[config.mk]
export PLATFORM = sky130hd
export DESIGN_NAME = tglos_front_flat
export DESIGN_NICKNAME = d
export VERILOG_FILES = /design/src/hdl/tglos_pkg.sv /design/src/hdl/tglos_in_if.sv /design/src/hdl/tglos_front.sv /design/src/flat_wrapper.sv
export SDC_FILE = /design/constraint.sdc
export NUM_CORES = 1
export LEC_CHECK = 0
export ABC_CLOCK_PERIOD_IN_PS = 4000
export BUFFER_PORTS_ARGS = -buffer_cell sky130_fd_sc_hd__buf_2
export CORE_ASPECT_RATIO = 1.25
export CORE_UTILIZATION = 52
export CTS_CLUSTER_SIZE = 28
export DETAILED_ROUTE_END_ITERATION = 16
export PLACE_DENSITY = 0.8
export SYNTH_ARGS = -nofsm -noshare
export SYNTH_HDL_FRONTEND = slang
export SYNTH_SLANG_ARGS = --single-unit
[constraint.sdc]
create_clock -name clk -period 4 [get_ports clk]
set_input_delay 0 -clock clk [delete_from_list [all_inputs] [get_ports clk]]
set_output_delay 0 -clock clk [all_outputs]
set_load 0.02 [all_outputs]
[src/hdl/tglos_pkg.sv]
package tglos_pkg;

  // Field widths
  localparam int PIXEL_W = 16;
  localparam int IDX_W   = 12;
  localparam int COL_W   = 7;
  localparam int SIZE_W  = 9;
  localparam int REG_IDX_W = 2;

  // Default parameter values
  localparam int DEF_MAX_COLUMNS   = 64;
  localparam int DEF_MAX_ROWS      = 64;
  localparam int DEF_FRACTION_BITS = 10;

  // Line length carries LEN_BITS fraction bits
  localparam int LEN_BITS  = 14;
  localparam int SQ_W      = 2 * (PIXEL_W + 1 + LEN_BITS);
  localparam int SQ_STEPS  = SQ_W / 2;
  localparam int LEN_W     = SQ_W / 2;

  // Register indexes
  localparam logic [REG_IDX_W-1:0] REG_COLUMNS     = 2'd0;
  localparam logic [REG_IDX_W-1:0] REG_ROWS        = 2'd1;
  localparam logic [REG_IDX_W-1:0] REG_TILE_WIDTH  = 2'd2;
  localparam logic [REG_IDX_W-1:0] REG_TILE_HEIGHT = 2'd3;

  // Reset values
  localparam int RST_COLUMNS = 64;
  localparam int RST_ROWS    = 64;
  localparam logic [SIZE_W-1:0] RST_TILE_SIZE = 9'd32;

  localparam logic ACT_QUERY = 1'b1;

  typedef enum logic [1:0] {
    OP_WRITE,
    OP_QUERY,
    OP_SKIP
  } op_t;

  typedef struct packed {
    logic [COL_W-1:0]  columns;
    logic [COL_W-1:0]  rows;
    logic [SIZE_W-1:0] tile_w;
    logic [SIZE_W-1:0] tile_h;
  } cfg_t;

  typedef struct packed {
    op_t                op;
    logic [IDX_W-1:0]   tile_index;
    logic               tile_passable;
    logic [PIXEL_W-1:0] start_x;
    logic [PIXEL_W-1:0] start_y;
    logic [PIXEL_W-1:0] end_x;
    logic [PIXEL_W-1:0] end_y;
  } q_item_t;

endpackage

[src/hdl/tglos_in_if.sv]
interface tglos_in_if;
  import tglos_pkg::*;
  logic               valid;
  logic               ready;
  logic               action;
  logic [IDX_W-1:0]   tile_index;
  logic               tile_passable;
  logic [PIXEL_W-1:0] start_x;
  logic [PIXEL_W-1:0] start_y;
  logic [PIXEL_W-1:0] end_x;
  logic [PIXEL_W-1:0] end_y;

  modport source(output valid, action, tile_index, tile_passable,
                 start_x, start_y, end_x, end_y, input ready);
  modport sink(input valid, action, tile_index, tile_passable,
               start_x, start_y, end_x, end_y, output ready);
endinterface

[src/hdl/tglos_front.sv]
module tglos_front import tglos_pkg::*; #(
  parameter int MAX_COLUMNS = DEF_MAX_COLUMNS,
  parameter int MAX_ROWS    = DEF_MAX_ROWS
) (
  input  logic       clk,
  input  logic       rst,
  tglos_in_if.sink   in_ch,
  output q_item_t    q_item,
  output logic       q_valid,
  input  logic       q_pop
);

  localparam int MAP_DEPTH = MAX_COLUMNS * MAX_ROWS;
  localparam logic [1:0] QDEPTH = 2'd2;

  q_item_t    slots [2];
  q_item_t    entry;
  logic [1:0] count;
  logic       wp;
  logic       rp;
  logic       push;

  assign in_ch.ready = (count != QDEPTH);
  assign push        = in_ch.valid & in_ch.ready;
  assign q_valid     = (count != 2'd0);
  assign q_item      = slots[rp];

  // classify the incoming word
  always_comb begin
    entry.tile_index    = in_ch.tile_index;
    entry.tile_passable = in_ch.tile_passable;
    entry.start_x       = in_ch.start_x;
    entry.start_y       = in_ch.start_y;
    entry.end_x         = in_ch.end_x;
    entry.end_y         = in_ch.end_y;
    priority if (in_ch.action == ACT_QUERY) begin
      entry.op = OP_QUERY;
    end else if (32'(in_ch.tile_index) < MAP_DEPTH) begin
      entry.op = OP_WRITE;
    end else begin
      entry.op = OP_SKIP;
    end
  end

  // queue payload
  always_ff @(posedge clk) begin
    if (push) begin
      slots[wp] <= entry;
    end
  end

  // queue pointers
  always_ff @(posedge clk) begin
    if (rst) begin
      count <= 2'd0;
      wp    <= 1'b0;
      rp    <= 1'b0;
    end else begin
      if (push) wp <= ~wp;
      if (q_pop) rp <= ~rp;
      unique case ({push, q_pop})
        2'b10:   count <= count + 2'd1;
        2'b01:   count <= count - 2'd1;
        default: count <= count;
      endcase
    end
  end

  a_count_bound: assert property (@(posedge clk) disable iff (rst) count <= QDEPTH)
    else $error("queue count overflow");
  a_pop_nonempty: assert property (@(posedge clk) disable iff (rst) q_pop |-> q_valid)
    else $error("pop from empty queue");
  a_full_blocks: assert property (@(posedge clk) disable iff (rst)
    (count == QDEPTH && !q_pop) |=> (count == QDEPTH))
    else $error("full queue lost an entry");

endmodule

[src/flat_wrapper.sv]
// flat-port wrapper written by rule: the top's interface ports become plain ports
module tglos_front_flat import tglos_pkg::*;
#(
  parameter int MAX_COLUMNS = DEF_MAX_COLUMNS,
  parameter int MAX_ROWS    = DEF_MAX_ROWS
)
  (clk, rst, q_item, q_valid, q_pop, in_ch_valid, in_ch_action, in_ch_tile_index, in_ch_tile_passable, in_ch_start_x, in_ch_start_y, in_ch_end_x, in_ch_end_y, in_ch_ready);
  tglos_in_if in_ch_i ();
  input  logic clk;
  input  logic rst;
  output q_item_t q_item;
  output logic q_valid;
  input  logic q_pop;
  input wire logic [$bits(in_ch_i.valid)-1:0] in_ch_valid;
  input wire logic [$bits(in_ch_i.action)-1:0] in_ch_action;
  input wire logic [$bits(in_ch_i.tile_index)-1:0] in_ch_tile_index;
  input wire logic [$bits(in_ch_i.tile_passable)-1:0] in_ch_tile_passable;
  input wire logic [$bits(in_ch_i.start_x)-1:0] in_ch_start_x;
  input wire logic [$bits(in_ch_i.start_y)-1:0] in_ch_start_y;
  input wire logic [$bits(in_ch_i.end_x)-1:0] in_ch_end_x;
  input wire logic [$bits(in_ch_i.end_y)-1:0] in_ch_end_y;
  output wire logic [$bits(in_ch_i.ready)-1:0] in_ch_ready;
  assign in_ch_i.valid = in_ch_valid;
  assign in_ch_i.action = in_ch_action;
  assign in_ch_i.tile_index = in_ch_tile_index;
  assign in_ch_i.tile_passable = in_ch_tile_passable;
  assign in_ch_i.start_x = in_ch_start_x;
  assign in_ch_i.start_y = in_ch_start_y;
  assign in_ch_i.end_x = in_ch_end_x;
  assign in_ch_i.end_y = in_ch_end_y;
  assign in_ch_ready = in_ch_i.ready;
  tglos_front #(.MAX_COLUMNS(MAX_COLUMNS), .MAX_ROWS(MAX_ROWS)) u_core (.clk(clk), .rst(rst), .in_ch(in_ch_i), .q_item(q_item), .q_valid(q_valid), .q_pop(q_pop));
endmodule
==> results.json <==
{
  "status": "finished clean",
  "required_ns": 4.04,
  "p_clk_share_pct": 36.3,
  "h-tree-depth": 4,
  "place_ws_ns": 1.754,
  "io_buffers": 161,
  "grt_max_degree": 79,
  "postCtsResizedCells": 0,
  "drtAntennaViolNets": 0,
  "postCtsSetupRepairBufs": 0,
  "clock_path_buffers": 2,
  "track_usage_pct": 19.25,
  "routed_wl_mm": 11.13,
  "whs_path_depth": 5,
  "via_count": 3285,
  "min_path_type": "primary input to flip-flop",
  "first_pass_iters": 4,
  "power_density_nw_per_um2": 523.8,
  "postSynthAreaPerCell_um2": 21.89,
  "reg2reg_setup_slack_ns": 1.73,
  "yosysWarningCount": 0,
  "relSlewSlack_pct": 28.22,
  "initial_utilization_pct": 53.19,
  "synth-seq-cells": 161,
  "ys_seq_area_share_pct": 81.55,
  "final_layout_size_suffix_gt1_share_pct": 50.84,
  "seq_power_share_pct": 49.0,
  "final_nets": 603,
  "dieArea_um2": 11710,
  "cts.sinks": 161,
  "fin_crit_ns": 2.272,
  "min_period_over_period_pct": 56.81,
  "drc": 0,
  "setup_slack_ns": 1.728,
  "combPwrFrac_pct": 14.7,
  "crit_path_start": "u_core.count[0]$_SDFFE_PP0P_",
  "rsz0062_at_grt": "no",
  "placed_area_um2": 6782,
  "finalHoldViolCount": 0,
  "cts_hold_buf": 81,
  "p_int_mw": 3.263,
  "r2r_end": "u_core.slots[0][50]$_DFFE_PP_",
  "cts_root_buf": "clkbuf_16",
  "cts_tree": "built",
  "grt_overflow": 0,
  "insertion_delay_ns": 0.41,
  "switchingPower_mw": 1.016,
  "tightest_slew_ns": 1.077,
  "antenna_cells": 0,
  "critPathKind": "flip-flop to flip-flop",
  "p_leak_nw": 3.112,
  "min_from": "in_ch_valid",
  "grt_pass1_wl_mm": 16.84,
  "clock.fmax_ghz": 0.4401,
  "routed_via_density": 4.918,
  "die_width_um": 97.01,
  "antenna_found_initial": 0,
  "fin_area_um2": 8168,
  "hpwl_mm": 6.211,
  "core-area_um2": 11030,
  "syn_inst": 268,
  "numCtsBuffers": 17,
  "fp-row-count": 43,
  "critPathLaunchType": "flip-flop",
  "slew_violations": 0,
  "setup-tns-final_ns": 0,
  "gp_congestion": 0.6981,
  "cp-end-kind": "flip-flop",
  "drv_cap": 0,
  "report.final.setup_viol": 0,
  "reg2regPathDepth": 4,
  "cts.clk_slew.worst_paths_ns": 0.06,
  "synthToLayoutAreaGrowth_pct": 39.22,
  "grt_pass1_vias": 3339,
  "worstPathMaxFanout": 45,
  "ios": 163,
  "ys_types": 22,
  "min_to": "u_core.count[0]$_SDFFE_PP0P_",
  "timing.rr.start": "u_core.count[0]$_SDFFE_PP0P_",
  "p_sw_share_pct": 23.75,
  "die_h_um": 120.8,
  "netlist_area_um2": 5867,
  "critPathArrivalTime_ns": 2.31,
  "fin_skew_ns": 0.008291,
  "drt_iter0_drc": 184,
  "synth.net_count": 351,
  "avgRoutedWirePerCell_um": 16.65,
  "vdd_drop_max_v": 0.0003912
}
==> flip-flops by register name, indices dropped and copies added, names as in the netlist, named ones only <==
register,flops
u_core.slots,156
u_core.count,2
u_core.rp,1
u_core.wp,1
==> worst max-delay path, stage by stage (launching register included) <==
cell and delay, ns:
dfxtp_1 0.41, nand2b_1 0.22, nand3b_1 0.17, clkinv_2 0.46, buf_4 0.61
==> how the worst max path moves through the flow <==
stage	end
4_1_cts	u_core.slots[0][4]$_DFFE_PP_
2_1_floorplan	u_core.slots[1][0]$_DFFE_PP_
5_1_grt	u_core.slots[0][41]$_DFFE_PP_
3_3_place_gp	u_core.slots[0][22]$_DFFE_PP_
3_5_place_dp	u_core.slots[0][24]$_DFFE_PP_
6_report	u_core.slots[0][50]$_DFFE_PP_
==> layer usage <==
layer | vias to the layer above | global-route usage, % | wire (um)
li1 | 1563 | - | -
met1 | 1606 | 22.36 | 4378
met2 | 108 | 34.02 | 6108
met3 | 8 | 5.087 | 520
met4 | 0 | 7.556 | 117
met5 | - | 0 | 0
==> stage by stage <==
stage / hold slack, ns / cells / total power [mW] / utilization [%]
after detailed placement: 0.1920 / 555 / 2.696 / 61.49
after global placement: 0.1888 / 555 / 2.672 / 61.49
after floorplan: 0.06907 / 268 / 2.494 / -
final: 0.1807 / 668 / 4.279 / 74.06
after CTS: 0.1443 / 668 / 4.306 / 74.06
after global routing: 0.1901 / 668 / 4.429 / 74.06
==> cells in the final DEF, fill, tap and decap left out, types with 3 or more instances in the layout <==
cell           count
buf_2            161
nor2_1             3
clkinv_4           3
dfxtp_1            4
mux2_2            76
clkbuf_16         17
dlygate4sd3_1     81
edfxtp_1         156
clkbuf_1           5
==> Yosys cell counts <==
master	instances	area share (%)
nand2_1	1	0.064
or2_2	1	0.11
nor2_1	3	0.19
buf_6	4	0.77
buf_4	1	0.13
dfxtp_1	5	1.7
edfxtp_1	156	80
xor2_1	1	0.15
conb_1	1	0.064
o21ai_0	1	0.085
inv_1	1	0.064
mux2_4	2	0.51
and3_1	1	0.11
a21bo_2	1	0.17
or3_1	1	0.11
nand3b_1	1	0.13
ha_1	1	0.21
mux2_2	76	15
nand2b_1	1	0.11
a21oi_1	2	0.17
xnor2_1	2	0.30
buf_2	5	0.43
==> power by group through the flow <==
stage               registers [mW]  logic [mW]  clock network [mW]
floorplan                     2.10       0.399                   0
global placement              2.12       0.553                   0
detailed placement            2.13       0.563                   0
CTS                           2.10       0.629                1.58
global route                  2.11       0.665                1.65
finish                        2.10       0.628                1.55
==> logic make-up (layout without fill, tap and decap cells) <==
kind of cell,count (synthesis),after routing,share of synthesized area (%)
flip-flops,161,161,81.55
multiplexers,78,78,15.10
buffers and inverters,11,276,1.386
AND/OR/NAND/NOR,9,9,0.8107
AO/OA/AOI/OAI,4,4,0.4265
XOR/XNOR,3,3,0.4479
adder cells (fa/ha/maj),1,1,0.2132
other,1,1,0.06392
==> area by class of cell <==
type,count,area (um^2)
fillers,656,2861
clock buffers,24,471.7
flip-flops and latches,161,4788
inverters,1,5.005
repair buffers,243,1624
well taps,135,168.9
multi-input cells,96,1006
clock inverters,8,103.9
No activity file was read; power rests on OpenSTA's default activity.
